`config.mk`:
```
export PLATFORM = sky130hd
export DESIGN_NAME = lane_position_history_average
export DESIGN_NICKNAME = d
export VERILOG_FILES = /design/src/hdl/lpha_pkg.sv /design/src/hdl/lpha_ram.sv /design/src/hdl/lpha_div.sv /design/src/hdl/lane_position_history_average.sv
export VERILOG_INCLUDE_DIRS = /design/src /design/src/hdl
export SDC_FILE = /design/constraint.sdc
export NUM_CORES = 1
export LEC_CHECK = 0
export BUFFER_PORTS_ARGS = -buffer_cell sky130_fd_sc_hd__buf_4
export CAP_MARGIN = 20
export CORE_MARGIN = 2
export CORE_UTILIZATION = 40
export DETAILED_ROUTE_END_ITERATION = 16
export GPL_TIMING_DRIVEN = 0
export PLACE_DENSITY = 0.66
export SLEW_MARGIN = 40
export SYNTH_ARGS = -nofsm -noshare
export SYNTH_HDL_FRONTEND = slang
export SYNTH_SLANG_ARGS = --single-unit
```
`constraint.sdc`:
```
create_clock -name clk -period 5.3 [get_ports clk]
set_input_delay 0.53 -clock clk [delete_from_list [all_inputs] [get_ports clk]]
set_output_delay 0.53 -clock clk [all_outputs]
set_load 0.03 [all_outputs]
```
`src/hdl/lane_position_history_average_defines.svh`:
```
// assertion macros for the lane position history averager
`ifndef LANE_POSITION_HISTORY_AVERAGE_DEFINES_SVH
`define LANE_POSITION_HISTORY_AVERAGE_DEFINES_SVH

// antecedent holds, consequent holds in the same cycle
`define LPHA_ASSERT_SAME(lbl, ante, cons) \
	lbl: assert property (@(posedge clk) disable iff (!arst_n) (ante) |-> (cons)) \
		else $error("lpha same-cycle check failed");

// antecedent holds, consequent holds in the next cycle
`define LPHA_ASSERT_NEXT(lbl, ante, cons) \
	lbl: assert property (@(posedge clk) disable iff (!arst_n) (ante) |=> (cons)) \
		else $error("lpha next-cycle check failed");

`endif

```
`src/hdl/lpha_pkg.sv`:
```
// shared types for the lane position history averager
package lpha_pkg;

	// status of the serial divider as seen by the sequencer
	typedef struct packed {
		logic busy;
		logic done;
	} div_stat_t;

endpackage

```
`src/hdl/lpha_ram.sv`:
```
// generic single-write, single-read ram with registered read data
module lpha_ram #(
	parameter int WIDTH = 32,
	parameter int DEPTH = 8
) (
	input  logic                     clk,
	input  logic                     we,
	input  logic [$clog2(DEPTH)-1:0] waddr,
	input  logic [WIDTH-1:0]         wdata,
	input  logic [$clog2(DEPTH)-1:0] raddr,
	output logic [WIDTH-1:0]         rdata
);

	logic [WIDTH-1:0] mem [DEPTH];
	logic [WIDTH-1:0] rdata_q;

	always_ff @(posedge clk) begin
		if (we) begin
			mem[waddr] <= wdata;
		end
		rdata_q <= mem[raddr];
	end

	assign rdata = rdata_q;

endmodule

```
`src/hdl/lpha_div.sv`:
```
// serial signed divider, one quotient bit per cycle, truncating toward zero
module lpha_div #(
	parameter int SUM_W = 20,
	parameter int DIV_W = 4
) (
	input  logic                     clk,
	input  logic                     arst_n,
	input  logic                     start,
	input  logic signed [SUM_W-1:0]  dividend,
	input  logic [DIV_W-1:0]         divisor,
	output logic signed [SUM_W-1:0]  quotient,
	output lpha_pkg::div_stat_t      stat
);

	localparam int CNT_W = $clog2(SUM_W + 1);

	typedef enum logic [1:0] {
		DV_IDLE,
		DV_RUN,
		DV_FIX
	} dv_state_t;

	dv_state_t          state_q;
	logic [SUM_W-1:0]   mag_q;
	logic [DIV_W-1:0]   rem_q;
	logic [DIV_W-1:0]   dvs_q;
	logic [CNT_W-1:0]   cnt_q;
	logic               neg_q;
	logic [SUM_W-1:0]   quo_q;
	logic               done_q;

	logic [DIV_W:0]     rem_sh;
	logic               ge;
	logic [DIV_W:0]     rem_sub;

	// one restoring step
	assign rem_sh  = {rem_q, mag_q[SUM_W-1]};
	assign ge      = (rem_sh >= {1'b0, dvs_q});
	assign rem_sub = rem_sh - {1'b0, dvs_q};

	always_ff @(posedge clk or negedge arst_n) begin
		if (!arst_n) begin
			state_q <= DV_IDLE;
			mag_q   <= '0;
			rem_q   <= '0;
			dvs_q   <= '0;
			cnt_q   <= '0;
			neg_q   <= 1'b0;
			quo_q   <= '0;
			done_q  <= 1'b0;
		end else begin
			done_q <= 1'b0;
			case (state_q)
				DV_IDLE: begin
					if (start) begin
						neg_q   <= dividend[SUM_W-1];
						mag_q   <= dividend[SUM_W-1] ? (~dividend + 1'b1) : dividend;
						dvs_q   <= divisor;
						rem_q   <= '0;
						cnt_q   <= CNT_W'(SUM_W);
						state_q <= DV_RUN;
					end
				end
				DV_RUN: begin
					rem_q <= ge ? rem_sub[DIV_W-1:0] : rem_sh[DIV_W-1:0];
					mag_q <= {mag_q[SUM_W-2:0], ge};
					cnt_q <= cnt_q - 1'b1;
					if (cnt_q == CNT_W'(1)) begin
						state_q <= DV_FIX;
					end
				end
				DV_FIX: begin
					quo_q   <= neg_q ? (~mag_q + 1'b1) : mag_q;
					done_q  <= 1'b1;
					state_q <= DV_IDLE;
				end
				default: begin
					state_q <= DV_IDLE;
				end
			endcase
		end
	end

	assign quotient  = signed'(quo_q);
	assign stat.busy = (state_q != DV_IDLE);
	assign stat.done = done_q;

endmodule

```
`src/hdl/lane_position_history_average.sv`:
```
// top level: lane position history averager with a shared serial divider
//
// Takes one frame's lane coordinates (left and right, top and bottom x, all-ones
// meaning not detected) and returns one transfer per input with the mean of each
// side's last HISTORY_DEPTH stored pairs, skipping entries whose top x is zero.
// A side is stored only when at least one of its two coordinates is detected.
// Means truncate toward zero; a side with nothing counted gives zero. Both
// histories read as all zero after reset (per-entry valid bits, no clearing pass).
// Timing: one item at a time. After the input transfer the sequencer writes the
// histories, walks both history rams in step and accumulates, then runs four
// divisions through the one serial divider at one quotient bit a cycle; the
// divider dominates the time per item. The result sits in an output register,
// so the next input is taken while it waits.
module lane_position_history_average #(
	parameter int HISTORY_DEPTH = 8,
	parameter int COORD_WIDTH   = 16
) (
	input  logic                 clk,
	input  logic                 arst_n,
	input  logic                 s_axis_tvalid,
	output logic                 s_axis_tready,
	// left_top_x, left_bottom_x, right_top_x, right_bottom_x, zero padding
	input  logic [((4*COORD_WIDTH+7)/8)*8-1:0] s_axis_tdata,
	output logic                 m_axis_tvalid,
	input  logic                 m_axis_tready,
	// left_top_mean, left_bottom_mean, right_top_mean, right_bottom_mean, zero padding
	output logic [((4*COORD_WIDTH+7)/8)*8-1:0] m_axis_tdata
);

`include "lane_position_history_average_defines.svh"

	localparam int W      = COORD_WIDTH;
	localparam int DATA_W = ((4*W+7)/8)*8;
	localparam int PAD_W  = DATA_W - 4*W;
	localparam int ADDR_W = $clog2(HISTORY_DEPTH);
	localparam int CNT_W  = $clog2(HISTORY_DEPTH + 1);
	localparam int SUM_W  = W + CNT_W;
	localparam logic [ADDR_W-1:0] LAST = ADDR_W'(HISTORY_DEPTH - 1);

	typedef enum logic [2:0] {
		ST_IDLE,
		ST_PUSH,
		ST_SCAN,
		ST_DRAIN,
		ST_DIV_GO,
		ST_DIV_WAIT,
		ST_FINISH
	} state_t;

	state_t state_q;

	// captured input pairs and push decisions
	logic [W-1:0] lt_q, lb_q, rt_q, rb_q;
	logic         push_l_q, push_r_q;

	// history bookkeeping: write pointers and per-entry valid bits
	logic [ADDR_W-1:0]        wptr_l_q, wptr_r_q;
	logic [HISTORY_DEPTH-1:0] vld_l_q, vld_r_q;

	// scan pipeline
	logic [ADDR_W-1:0] rd_addr_q;
	logic              rd_en_s1;
	logic [ADDR_W-1:0] idx_s1;
	logic [2*W-1:0]    rdata_l, rdata_r;

	// accumulators: sums ordered left top, left bottom, right top, right bottom
	logic signed [SUM_W-1:0] sum_q [4];
	logic [CNT_W-1:0]        cnt_l_q, cnt_r_q;

	// division sequencing and results
	logic [1:0]              sel_q;
	logic [W-1:0]            mean_q [4];
	logic                    m_valid_q;
	logic [4*W-1:0]          m_data_q;

	logic                    div_start;
	logic signed [SUM_W-1:0] div_quo;
	lpha_pkg::div_stat_t     div_stat;
	logic [CNT_W-1:0]        div_cnt;

	logic                    in_xfer;
	logic                    use_l, use_r;
	logic [W-1:0]            l_top, l_bot, r_top, r_bot;

	assign in_xfer = s_axis_tvalid && s_axis_tready;

	// both history rams share the read address, so the two sides are walked in step
	lpha_ram #(
		.WIDTH(2*W),
		.DEPTH(HISTORY_DEPTH)
	) u_ram_l (
		.clk  (clk),
		.we   ((state_q == ST_PUSH) && push_l_q),
		.waddr(wptr_l_q),
		.wdata({lb_q, lt_q}),
		.raddr(rd_addr_q),
		.rdata(rdata_l)
	);

	lpha_ram #(
		.WIDTH(2*W),
		.DEPTH(HISTORY_DEPTH)
	) u_ram_r (
		.clk  (clk),
		.we   ((state_q == ST_PUSH) && push_r_q),
		.waddr(wptr_r_q),
		.wdata({rb_q, rt_q}),
		.raddr(rd_addr_q),
		.rdata(rdata_r)
	);

	// an entry counts only when it has been written and its top x is not zero
	assign l_top = rdata_l[W-1:0];
	assign l_bot = rdata_l[2*W-1:W];
	assign r_top = rdata_r[W-1:0];
	assign r_bot = rdata_r[2*W-1:W];
	assign use_l = rd_en_s1 && vld_l_q[idx_s1] && (l_top != '0);
	assign use_r = rd_en_s1 && vld_r_q[idx_s1] && (r_top != '0);

	// the single shared divider, fed one sum at a time
	assign div_start = (state_q == ST_DIV_GO);
	assign div_cnt   = sel_q[1] ? cnt_r_q : cnt_l_q;

	lpha_div #(
		.SUM_W(SUM_W),
		.DIV_W(CNT_W)
	) u_div (
		.clk     (clk),
		.arst_n  (arst_n),
		.start   (div_start),
		.dividend(sum_q[sel_q]),
		.divisor (div_cnt),
		.quotient(div_quo),
		.stat    (div_stat)
	);

	always_ff @(posedge clk or negedge arst_n) begin
		if (!arst_n) begin
			state_q   <= ST_IDLE;
			lt_q      <= '0;
			lb_q      <= '0;
			rt_q      <= '0;
			rb_q      <= '0;
			push_l_q  <= 1'b0;
			push_r_q  <= 1'b0;
			wptr_l_q  <= '0;
			wptr_r_q  <= '0;
			vld_l_q   <= '0;
			vld_r_q   <= '0;
			rd_addr_q <= '0;
			rd_en_s1  <= 1'b0;
			idx_s1    <= '0;
			for (int i = 0; i < 4; i++) begin
				sum_q[i]  <= '0;
				mean_q[i] <= '0;
			end
			cnt_l_q   <= '0;
			cnt_r_q   <= '0;
			sel_q     <= '0;
			m_valid_q <= 1'b0;
			m_data_q  <= '0;
		end else begin
			// scan pipeline stage one holds the read address registered, in step with the ram read data
			rd_en_s1 <= (state_q == ST_SCAN);
			idx_s1   <= rd_addr_q;

			if (use_l) begin
				sum_q[0] <= sum_q[0] + SUM_W'(signed'(l_top));
				sum_q[1] <= sum_q[1] + SUM_W'(signed'(l_bot));
				cnt_l_q  <= cnt_l_q + 1'b1;
			end
			if (use_r) begin
				sum_q[2] <= sum_q[2] + SUM_W'(signed'(r_top));
				sum_q[3] <= sum_q[3] + SUM_W'(signed'(r_bot));
				cnt_r_q  <= cnt_r_q + 1'b1;
			end

			// result handed over downstream; a refill in the finish state takes over
			if (m_valid_q && m_axis_tready && (state_q != ST_FINISH)) begin
				m_valid_q <= 1'b0;
			end

			case (state_q)
				ST_IDLE: begin
					if (in_xfer) begin
						lt_q     <= s_axis_tdata[W-1:0];
						lb_q     <= s_axis_tdata[2*W-1:W];
						rt_q     <= s_axis_tdata[3*W-1:2*W];
						rb_q     <= s_axis_tdata[4*W-1:3*W];
						// a side with both coordinates all ones is not stored
						push_l_q <= !((s_axis_tdata[W-1:0] == '1) &&
							(s_axis_tdata[2*W-1:W] == '1));
						push_r_q <= !((s_axis_tdata[3*W-1:2*W] == '1) &&
							(s_axis_tdata[4*W-1:3*W] == '1));
						state_q  <= ST_PUSH;
					end
				end
				ST_PUSH: begin
					// ram write happens this cycle; oldest entry is overwritten
					if (push_l_q) begin
						vld_l_q[wptr_l_q] <= 1'b1;
						wptr_l_q <= (wptr_l_q == LAST) ? '0 : wptr_l_q + 1'b1;
					end
					if (push_r_q) begin
						vld_r_q[wptr_r_q] <= 1'b1;
						wptr_r_q <= (wptr_r_q == LAST) ? '0 : wptr_r_q + 1'b1;
					end
					for (int i = 0; i < 4; i++) begin
						sum_q[i] <= '0;
					end
					cnt_l_q   <= '0;
					cnt_r_q   <= '0;
					rd_addr_q <= '0;
					state_q   <= ST_SCAN;
				end
				ST_SCAN: begin
					if (rd_addr_q == LAST) begin
						state_q <= ST_DRAIN;
					end else begin
						rd_addr_q <= rd_addr_q + 1'b1;
					end
				end
				ST_DRAIN: begin
					// last entry is accumulated on this edge
					sel_q   <= '0;
					state_q <= ST_DIV_GO;
				end
				ST_DIV_GO: begin
					state_q <= ST_DIV_WAIT;
				end
				ST_DIV_WAIT: begin
					if (div_stat.done) begin
						mean_q[sel_q] <= (div_cnt == '0) ? '0 : div_quo[W-1:0];
						if (sel_q == 2'd3) begin
							state_q <= ST_FINISH;
						end else begin
							sel_q   <= sel_q + 1'b1;
							state_q <= ST_DIV_GO;
						end
					end
				end
				ST_FINISH: begin
					// wait for the output register to be free
					if (!m_valid_q || m_axis_tready) begin
						m_data_q  <= {mean_q[3], mean_q[2], mean_q[1], mean_q[0]};
						m_valid_q <= 1'b1;
						state_q   <= ST_IDLE;
					end
				end
				default: begin
					state_q <= ST_IDLE;
				end
			endcase
		end
	end

	assign s_axis_tready = (state_q == ST_IDLE);
	assign m_axis_tvalid = m_valid_q;

	if (PAD_W > 0) begin : g_pad
		assign m_axis_tdata = {{PAD_W{1'b0}}, m_data_q};
	end else begin : g_nopad
		assign m_axis_tdata = m_data_q;
	end

	// divider only runs while the sequencer waits on it
	`LPHA_ASSERT_SAME(a_div_idle_when_ready, s_axis_tready, !div_stat.busy)
	// divider completion is only seen while the sequencer waits for it
	`LPHA_ASSERT_SAME(a_done_in_wait, div_stat.done, state_q == ST_DIV_WAIT)
	// an accepted item always goes to the history write first
	`LPHA_ASSERT_NEXT(a_accept_to_push, in_xfer, state_q == ST_PUSH)
	// counts never exceed the history depth
	`LPHA_ASSERT_SAME(a_count_bound, 1'b1,
		(cnt_l_q <= CNT_W'(HISTORY_DEPTH)) && (cnt_r_q <= CNT_W'(HISTORY_DEPTH)))

endmodule

```
==> results of run 1 <==
## where the power goes
group	switching (mW)	total, mW	leakage (nW)	internal [mW]
clock network	2.92	7.12	1.66	4.20
registers	1.56	11.4	9.99	9.81
logic	4.34	7.96	6.31	3.62
total	8.82	26.4	18.0	17.6
## final cells by class
cell class / instances / share of cell area
flip-flops and latches: 946 / 0.553
multi-input cells: 1563 / 0.287
clock buffers: 128 / 0.0573
repair buffers: 190 / 0.0393
well taps: 1287 / 0.0344
clock inverters: 54 / 0.0152
plain buffers: 117 / 0.0105
inverters: 46 / 0.00368
diodes: 1 / 0.0000534
## logic make-up after synthesis
family,share of synthesized area
AO/OA/AOI/OAI,0.0630
XOR/XNOR,0.0193
adder cells (fa/ha/maj),0.0326
buffers and inverters,0.0161
flip-flops,0.650
multiplexers,0.154
AND/OR/NAND/NOR,0.0650
## state kept, by name, summed over array words and instances, names as in the netlist, 4 cells and up
name / count
u_ram_l.mem: 256
u_ram_r.mem: 256
sum_q: 80
m_axis_tdata: 64
mean_q: 64
u_ram_l.rdata: 32
u_ram_r.rdata: 32
u_div.mag_q: 20
lb_q: 16
lt_q: 16
rb_q: 16
rt_q: 16
u_div.quotient: 16
vld_l_q: 8
vld_r_q: 8
u_div.cnt_q: 5
cnt_l_q: 4
cnt_r_q: 4
u_div.dvs_q: 4
u_div.rem_q: 4
## final timing paths
kind | endpoint | slack (ns) | depth (start not counted)
max in group asynchronous | rt_q[14]$_DFFE_PN0P_ | 3.82 | 4
worst min register to register | m_axis_tdata[0]$_DFFE_PN0P_ | 0.46 | 1
worst min-delay path | rt_q[9]$_DFFE_PN0P_ | 0.07 | 2
min in group asynchronous | mean_q[49]$_DFFE_PN0P_ | 0.41 | 2
worst max register to register | u_ram_r.mem[0][10]$_DFFE_PP_ | 1.59 | 10
worst max-delay path | u_ram_r.mem[0][10]$_DFFE_PP_ | 1.59 | 10
## routing by layer
layer	part of all wire	wire length (µm)	global-route usage	vias up
li1	-	-	-	10700
met1	0.44	41000	0.251	11900
met2	0.48	44800	0.302	625
met3	0.047	4430	0.0294	155
met4	0.035	3230	0.0691	0
met5	0	0	0	-
## placed cells by master (no fill, tap or decap), types with 14 or more instances in the layout
| cell | n |
|---|---|
| edfxtp_1 | 512 |
| dfrtp_1 | 370 |
| nand2_1 | 214 |
| mux2_2 | 197 |
| o21ai_0 | 168 |
| buf_4 | 152 |
| mux4_2 | 150 |
| nor2_1 | 130 |
| a21oi_1 | 98 |
| clkbuf_16 | 98 |
| ha_1 | 96 |
| clkbuf_1 | 95 |
| dfxtp_1 | 64 |
| mux2i_1 | 52 |
| inv_1 | 46 |
| xnor2_1 | 46 |
| xor2_1 | 42 |
| a21o_1 | 33 |
| nand4_1 | 30 |
| nor3_1 | 27 |
| nand2b_1 | 26 |
| buf_2 | 25 |
| nand3_1 | 23 |
| or2_2 | 20 |
| clkinv_2 | 16 |
| buf_8 | 16 |
| buf_16 | 15 |
| nor4_1 | 14 |
## metrics by stage
step	instance area, µm²	TNS [ns]	instances	setup slack [ns]	hold slack [ns]
finish	46900	0	4332	1.59	0.0734
global route	46900	0	4331	1.31	0.0390
CTS	46900	0	4331	1.57	0.0298
detailed placement	43500	0	4148	1.62	0.450
global placement	42500	-312.15	4092	-2.09	0.447
floorplan	39900	0	2672	1.07	0.234
## what timing repair did
item,CTS,global route
setup endpoints to repair,0,0
hold buffers,1,0
endpoints found under the hold margin,60,0
==> summary.txt, run 1 <==
Power
  • Total power: 26.4 mW
  • PD cells: 564 nW/µm²
  • Pleak: 18.0 nW
  • Peak supply drop: 358 µV

STA
  • RSZ-0062 raised after global routing: no
  • Tcrit/Tclk final: 0.700
  • Skew final: 0.0621 ns
  • Period minus WS final: 3.71 ns
  • Slew headroom: 0.411
  • Final count of negative-setup-slack endpoints: 0
  • F_max: 270 MHz
  • Slew @ Worst Pin: 0.884 ns
  • Slew Viols, Final: 0
  • Final Hold Viols: 0

Setup path
  • Crit. Startpoint: state_q[2]$_DFFE_PN0P_
  • Max incr delay on CP: 0.64 ns
  • Crit Path Category: reg -> reg
  • Critical R2R Launch: state_q[2]$_DFFE_PN0P_
  • Bufs and invs on worst path: 5
  • Slowest cell on crit path: clkbuf_1
  • CP Cell Sequence: clkbuf_1 -> nor2_1 -> and2_1 -> clkbuf_1 -> nand2_1 -> or2_2 -> nor3_2 -> buf_4 -> buf_2 -> buf_4
  • Worst Setup End Kind: register
  • Crit path launch type: register
  • Delay-heaviest family, CP: buffers and inverters
  • Critical Path RT: 5.71 ns
  • Arrival time worst endpoint: 4.12 ns
  • Crit path max fanout: 10

Drt
  • Drt first pass iters: 5
  • Detail Route Antenna Nets: 0
  • Avg WL per Cell: 21.6 µm
  • DRC: 0
  • Routed wire length: 93500 µm
  • DRT iter0 DRCs: 1714
  • Via count: 23.4k
  • Detail-routed via count per cell: 5.41

Min path
  • Worst Hold Launch: s_axis_tdata[41]
  • Worst min path class: in -> reg

Synthesis
  • Yosys top cell area share: 0.386
  • Syn avg cell area: 14.9 µm²
  • Yosys reg bits: 946
  • Top cell type by total area after synthesis: edfxtp_1
  • Synth Instances: 2672
  • Post-synth EDFFs: 512
  • Sequential element share of the synthesized area: 0.650
  • Most frequent cell after synthesis: edfxtp_1
  • Main synth FF type: edfxtp_1
  • Top cells by area in the synthesized netlist: edfxtp_1 (39%), dfrtp_1 (23%), mux4_2 (8.5%), mux2_2 (5.6%), dfxtp_1 (3.2%)
  • Unique cell type count in the Yosys netlist: 72
  • Synthesized area: 39900 µm²
  • Net count of the mapped netlist: 2841
  • Yosys warns: 0
  • Post-synth top cells: edfxtp_1 (512), dfrtp_1 (370), nand2_1 (214), mux2_2 (197), o21ai_0 (168)
  • Asr flop ratio synth: 0.391

Place
  • I/O Buffers: 133
  • Hpwl dp: 66100 µm
  • RePlAce Congestion: 0.916

GRT
  • First-pass GRT wire length: 145000 µm
  • Vias in the first global route: 23.7k
  • GRT Overall Usage: 0.185
  • Largest net degree at the start of global routing: 76
  • Initial antenna violation count: 1
  • Total congestion overflow: 0

Floorplanning
  • Number of I/O pins: 134
  • Die area: 102000 µm²
  • Core area: 98600 µm²
  • Die span in y: 320 µm
  • Cell Rows: 115
  • Die W: 320 µm
  • Initial Util: 0.405

Clock network
  • Clock latency on the worst-skew pair: 0.69 ns
  • Post-CTS setup buffer count: 0
  • Number of H-tree levels: 3
  • CTS sink cnt: 946
  • Clock-pin slew on the worst setup and hold paths: 0.06 ns
  • PostCTS Resize Cnt: 0
  • Root Driver: clkbuf_16
  • Total CTS buffers: 97
  • CTS tree: done
  • Clock Path Buffers: 3

Layout
  • Fillers: 8370
  • Layout net count: 3130
  • Area grow syn2layout: 17.5%
  • Register area: 25900 µm²
  • Area of the multi-input gates: 13400 µm²
  • Final core occ: 0.476
  • Layout cell share with drive strength beyond 1: 0.251

Outcome
  • Outcome: completed

Flow run
  • Max-Cap Viols: 0
Note: power is estimated with default switching activity, not from simulation.
==> run 2, diff against run 1 <==
==> constraint.sdc (replaced) <==
create_clock -name clk -period 3.5 [get_ports clk]
set_input_delay 0.35 -clock clk [delete_from_list [all_inputs] [get_ports clk]]
set_output_delay 0.35 -clock clk [all_outputs]
set_load 0.03 [all_outputs]
==> run 2 against run 1 <==
Compared with the run above: register-to-register slack lost 1.4 ns; die area is the same; worst hold slack gained 0.033 ns; setup slack lost 1.4 ns; sequential cell count is the same; critical endpoint is now lt_q[6]$_DFFE_PN0P_; largest power group unchanged.
==> summary.txt, run 2 (synthesized netlist as in run 1, its figures left out) <==
Layout
  • Post-route cell area: 47500 µm² (+1.2%)
  • Top flop regs: u_ram_l.mem (256), u_ram_r.mem (256), sum_q (80)
  • Non-Filler Instances: 4391 (+1.4%)
  • Area grow syn2layout: 19.0%
  • Most frequent cells in the layout: edfxtp_1 (512), dfrtp_1 (370), nand2_1 (214)
  • Layout cell share with drive strength beyond 1: 0.246 (-0.00575)
  • Final core occ: 0.481 (+0.00593)
  • Commonest non-fill, non-tap cell in the layout: edfxtp_1
  • Layout net count: 3188 (+1.9%)

Floorplanning
  • Cell Rows: 115 (unchanged)
  • Core area: 98600 µm² (unchanged)
  • Number of I/O pins: 134 (unchanged)
  • Initial Util: 0.405 (unchanged)
  • Die W: 320 µm (unchanged)
  • Die span in y: 320 µm (unchanged)
  • Die area: 102000 µm² (unchanged)

STA
  • F_max: 300 MHz (+11%)
  • Final Hold Viols: 0 (unchanged)
  • Worst Slack Setup Final: 0.163 ns (-1.43 ns)
  • Slew Viols, Final: 0 (unchanged)
  • Final count of negative-setup-slack endpoints: 0 (unchanged)
  • Period minus WS final: 3.34 ns (-0.371 ns)
  • Tcrit/Tclk final: 0.953 (+0.254)
  • RSZ-0062 raised after global routing: no
  • Slew headroom: 0.435 (+0.0244)
  • Skew final: 0.0730 ns (+0.0109 ns)
  • Slew @ Worst Pin: 0.847 ns (-0.0366 ns)

Clock network
  • Clock latency on the worst-skew pair: 0.69 ns (about the same)
  • Clock Path Buffers: 3 (unchanged)
  • Clock-pin slew on the worst setup and hold paths: 0.06 ns (about the same)
  • Post-CTS setup buffer count: 0 (unchanged)
  • Root Driver: clkbuf_16
  • Number of H-tree levels: 3 (unchanged)
  • CTS sink cnt: 946 (unchanged)
  • Total CTS buffers: 97 (unchanged)
  • CTS tree: done

Drt
  • DRC: 0 (unchanged)
  • Routed wire length: 94300 µm (+0.85%)
  • Detail-routed via count per cell: 5.44 (+0.56%)
  • DRT iter0 DRCs: 1684 (-1.8%)
  • Drt first pass iters: 5 (unchanged)
  • Via count: 23.9k (+1.9%)
  • Detail Route Antenna Nets: 0 (unchanged)
  • Avg WL per Cell: 21.5 µm (-0.50%)

GRT
  • Total congestion overflow: 0 (unchanged)
  • First-pass GRT wire length: 145000 µm (-0.20%)
  • Global-route met3 utilization: 0.0322 (+0.00285)
  • GRT Overall Usage: 0.185 (-0.000420)
  • Vias in the first global route: 24.0k (+0.88%)
  • Initial antenna violation count: 3 (+2)
  • Most used routing layer: met2
  • Largest net degree at the start of global routing: 65 (-14%)
  • Routing usage on met2: 0.302 (unchanged)
  • Met1 Use GR: 0.247 (-0.00396)

Setup path
  • Crit path launch type: register
  • Arrival time worst endpoint: 3.91 ns (-0.21 ns)
  • Worst Setup EP: lt_q[6]$_DFFE_PN0P_
  • Crit Path Category: reg -> reg
  • Worst Setup End Kind: register
  • Reg-to-Reg End: lt_q[6]$_DFFE_PN0P_
  • Critical R2R Launch: state_q[1]$_DFFE_PN0P_
  • Crit path max fanout: 10 (unchanged)
  • Reg2Reg Depth: 6 (-4)
  • Reg2reg setup slack: 0.16 ns (-1.43 ns)
  • Critical Path RT: 4.07 ns (-1.64 ns)
  • Crit. Startpoint: state_q[1]$_DFFE_PN0P_

Power
  • Pleak: 18.1 nW (+1.0%)
  • Total power: 39.7 mW (+50%)
  • Peak supply drop: 532 µV (+49%)
  • PD cells: 837 nW/µm² (+48%)

Min path
  • Worst min path class: in -> reg

Place
  • Dpl cells: 4142 (-0.14%)
  • I/O Buffers: 133 (unchanged)
  • Hpwl dp: 65900 µm (-0.18%)
  • Dpl ws: -0.0926 ns (-1.71 ns)
  • RePlAce Congestion: 0.908 (-0.88%)
  • Placed instance area: 43500 µm² (+0.16%)

Flow run
  • Max-Cap Viols: 0 (unchanged)

Outcome
  • Outcome: completed
-- run 2: changes by cell type in the layout (fill, tap and decap cells not counted), sizes merged --
cell and delta:
inv +1, dlygate4sd3 +64, clkbuf +6, clkinvlp +4, buf -5, clkinv -5
bufinv -6
-- run 2: repair_timing --
item / 4_1_cts / 5_1_grt
hold buffers: 65 / 0
resized for setup: 1 / 1
cloned: 0 / 0
setup endpoints to repair: 16 / 4
endpoints found under the hold margin: 199 / 0
-- run 2: per-stage QoR --
step	hold WS (ns)	TNS (ns)
final	0.107	0
after global routing	0.108	0
after CTS	0.0472	0
after detailed placement	0.291	-0.552
after global placement	0.447	-1562.91
after floorplan	0.0544	0
-- run 2: layout make-up --
| class | instances | area, µm² |
|---|---|---|
| Multi-Input combinational cell | 1563 | 13500 |
| Clock buffer | 135 | 2730 |
| Fill cell | 8299 | 51100 |
| Buffer | 116 | 489 |
| Inverter | 46 | 173 |
| Timing Repair Buffer | 249 | 2530 |
| Antenna cell | 1 | 2.50 |
| Tap cell | 1287 | 1610 |
| Sequential cell | 946 | 25900 |
| Clock inverter | 48 | 526 |
-- run 2: where the power goes --
group          internal, mW  switching [mW]
combinational          5.55            6.56
clock                  5.96            4.45
sequential             14.9            2.36
total                  26.4            13.4
-- run 2: worst min path at each step --
stage | slack (ns) | start | end | depth (start not counted)
final | 0.11 | s_axis_tvalid | state_q[0]$_DFFE_PN0P_ | 4
after global routing | 0.11 | s_axis_tvalid | state_q[0]$_DFFE_PN0P_ | 4
after CTS | 0.05 | m_axis_tready | m_axis_tvalid$_DFF_PN0_ | 3
after detailed placement | 0.29 | arst_n | m_axis_tdata[39]$_DFFE_PN0P_ | 1
after global placement | 0.45 | vld_r_q[3]$_DFFE_PN0P_ | vld_r_q[3]$_DFFE_PN0P_ | 1
after floorplan | 0.05 | arst_n | cnt_l_q[0]$_DFFE_PN0P_ | 0
-- run 2: layer usage --
layer | share of wire | wire [µm] | vias up
met5 | 0 | 0 | -
met4 | 0.037 | 3510 | 0
met3 | 0.054 | 5110 | 193
met2 | 0.48 | 45100 | 679
met1 | 0.43 | 40600 | 12200
li1 | - | - | 10800
-- run 2: critical path: stages (launching register included) --
cell      delay (ns)
dfrtp_1         0.37
clkbuf_1        0.22
nor3_1          0.36
and2_1          0.74
buf_2           0.53
buf_1           0.59
mux2_2          0.41
==> run 3, diff against run 2 <==
==> constraint.sdc (replaced) <==
create_clock -name clk -period 3.5 [get_ports clk]
set_input_delay 1.05 -clock clk [delete_from_list [all_inputs] [get_ports clk]]
set_output_delay 1.05 -clock clk [all_outputs]
set_load 0.03 [all_outputs]
==> run 3 against run 2 <==
Compared with the run above: via count shrank 1.2%; first-iteration DRC count grew 1.4%; clock-buffer cell count is the same; cell count shrank 1.5%; critical path depth is the same; clock power is essentially flat; largest power group unchanged; highest routed layer unchanged.
==> summary.txt, run 3 (synthesized netlist as in run 1, its figures left out) <==
Place
  • Dpl cells: 4142 (unchanged)
  • RePlAce Congestion: 0.908 (unchanged)
  • Hpwl dp: 65900 µm (unchanged)
  • I/O Buffers: 133 (unchanged)

Clock network
  • CTS tree: done
  • Hold_buf cts: 0 (-100%)
  • Post-CTS setup buffer count: 0 (unchanged)
  • Root Driver: clkbuf_16
  • CTS sink cnt: 946 (unchanged)
  • PostCTS Resize Cnt: 1 (unchanged)
  • Clock-pin slew on the worst setup and hold paths: 0.06 ns (about the same)
  • Total CTS buffers: 97 (unchanged)
  • Number of H-tree levels: 3 (unchanged)
  • Clock Path Buffers: 3 (unchanged)
  • Clock latency on the worst-skew pair: 0.69 ns (about the same)

STA
  • Slew @ Worst Pin: 0.845 ns (-0.00207 ns)
  • F_max: 303 MHz (+1.2%)
  • Slew Viols, Final: 0 (unchanged)
  • Tcrit/Tclk final: 0.942 (-0.0113)
  • RSZ-0062 raised after global routing: no
  • Final count of negative-setup-slack endpoints: 0 (unchanged)
  • Slew headroom: 0.437 (+0.00138)
  • Skew final: 0.0751 ns (+0.00214 ns)
  • Period minus WS final: 3.30 ns (-0.0396 ns)
  • Final Hold Viols: 0 (unchanged)

Layout
  • Layout cell share with drive strength beyond 1: 0.251 (+0.00525)
  • Non-Filler Instances: 4325 (-1.5%)
  • Commonest non-fill, non-tap cell in the layout: edfxtp_1
  • Most frequent cells in the layout: edfxtp_1 (512), dfrtp_1 (370), nand2_1 (214)
  • Layout net count: 3123 (-2.0%)
  • Total inserted antenna cells: 0 (-1)
  • Top flop regs: u_ram_l.mem (256), u_ram_r.mem (256), sum_q (80)
  • Area grow syn2layout: 17.4%

Drt
  • DRC: 0 (unchanged)
  • DRT iter0 DRCs: 1707 (+1.4%)
  • Via count: 23.6k (-1.2%)
  • Avg WL per Cell: 21.6 µm (+0.60%)
  • Routed wire length: 93400 µm (-0.91%)
  • Detail Route Antenna Nets: 0 (unchanged)
  • Detail-routed via count per cell: 5.45 (+0.26%)
  • Drt first pass iters: 5 (unchanged)

Floorplanning
  • Core area: 98600 µm² (unchanged)
  • Initial Util: 0.405 (unchanged)
  • Number of I/O pins: 134 (unchanged)
  • Die area: 102000 µm² (unchanged)
  • Cell Rows: 115 (unchanged)
  • Die span in y: 320 µm (unchanged)
  • Die W: 320 µm (unchanged)

Min path
  • Worst min path class: in -> async

Setup path
  • Critical Path RT: 4.07 ns (about the same)
  • Worst Setup End Kind: register
  • Crit Path Category: reg -> reg
  • Crit path launch type: register
  • Crit path max fanout: 10 (unchanged)
  • Arrival time worst endpoint: 3.87 ns (-0.04 ns)

GRT
  • Initial antenna violation count: 3 (unchanged)
  • GRT Overall Usage: 0.184 (-0.00131)
  • First-pass GRT wire length: 144000 µm (-0.80%)
  • Total congestion overflow: 0 (unchanged)
  • Largest net degree at the start of global routing: 65 (unchanged)
  • Vias in the first global route: 23.6k (-1.3%)

Power
  • Pleak: 17.9 nW (-1.5%)
  • PD cells: 848 nW/µm² (+1.2%)
  • Total power: 39.7 mW (-0.15%)
  • Peak supply drop: 532 µV (about the same)

Outcome
  • Outcome: completed

Flow run
  • Max-Cap Viols: 0 (unchanged)
run 3: routing by layer:
metal	share of wire	wire length, µm	global-route usage
met1	0.44	40700	0.247
met2	0.47	44300	0.298
met3	0.053	4990	0.0322
met4	0.037	3430	0.0710
met5	0	0	0
run 3: cell type report:
type	count	area, µm²
Buffer	116	489
Clock buffer	135	2730
Clock inverter	48	526
Fill cell	8384	51800
Inverter	46	173
Multi-Input combinational cell	1563	13500
Sequential cell	946	25900
Tap cell	1287	1610
Timing Repair Buffer	184	1880
run 3: worst paths after layout:
| path | startpoint | endpoint | slack, ns | cells after the start |
|---|---|---|---|---|
| max in group asynchronous | arst_n | rb_q[7]$_DFFE_PN0P_ | 1.89 | 4 |
| hold reg to reg | mean_q[4]$_DFFE_PN0P_ | m_axis_tdata[52]$_DFFE_PN0P_ | 0.46 | 1 |
| hold / removal | arst_n | sum_q[49]$_DFFE_PN0P_ | 0.30 | 1 |
| min in group clk | mean_q[4]$_DFFE_PN0P_ | m_axis_tdata[52]$_DFFE_PN0P_ | 0.46 | 1 |
| setup reg to reg | state_q[1]$_DFFE_PN0P_ | lt_q[6]$_DFFE_PN0P_ | 0.20 | 6 |
| setup / recovery | state_q[1]$_DFFE_PN0P_ | lt_q[6]$_DFFE_PN0P_ | 0.20 | 6 |
run 3: worst max-delay path, cell delays in order, from the launching register on:
cell	delay [ns]
dfrtp_1	0.37
clkbuf_1	0.22
nor3_1	0.34
and2_1	0.73
buf_2	0.53
buf_1	0.58
mux2_2	0.41
run 3: per-stage QoR:
| step | setup TNS [ns] | hold slack (ns) | util | instance area [µm²] | setup slack (ns) |
|---|---|---|---|---|---|
| 6_report | 0 | 0.301 | 0.475 | 46800 | 0.203 |
| 5_1_grt | 0 | 0.312 | 0.475 | 46800 | 0.0303 |
| 4_1_cts | 0 | 0.271 | 0.475 | 46800 | 0.0758 |
| 3_5_place_dp | -3.38 | 0.451 | 0.442 | 43500 | -0.262 |
| 3_3_place_gp | -1826.44 | 0.447 | 0.431 | 42500 | -2.65 |
| 2_1_floorplan | 0 | 0.378 | - | 39900 | 0.148 |
run 3: report_power, final:
part | leakage (nW) | total, mW | switching (mW) | internal [mW]
clock | 1.58 | 10.4 | 4.45 | 5.96
sequential | 9.99 | 17.2 | 2.36 | 14.9
combinational | 6.30 | 12.0 | 6.54 | 5.50
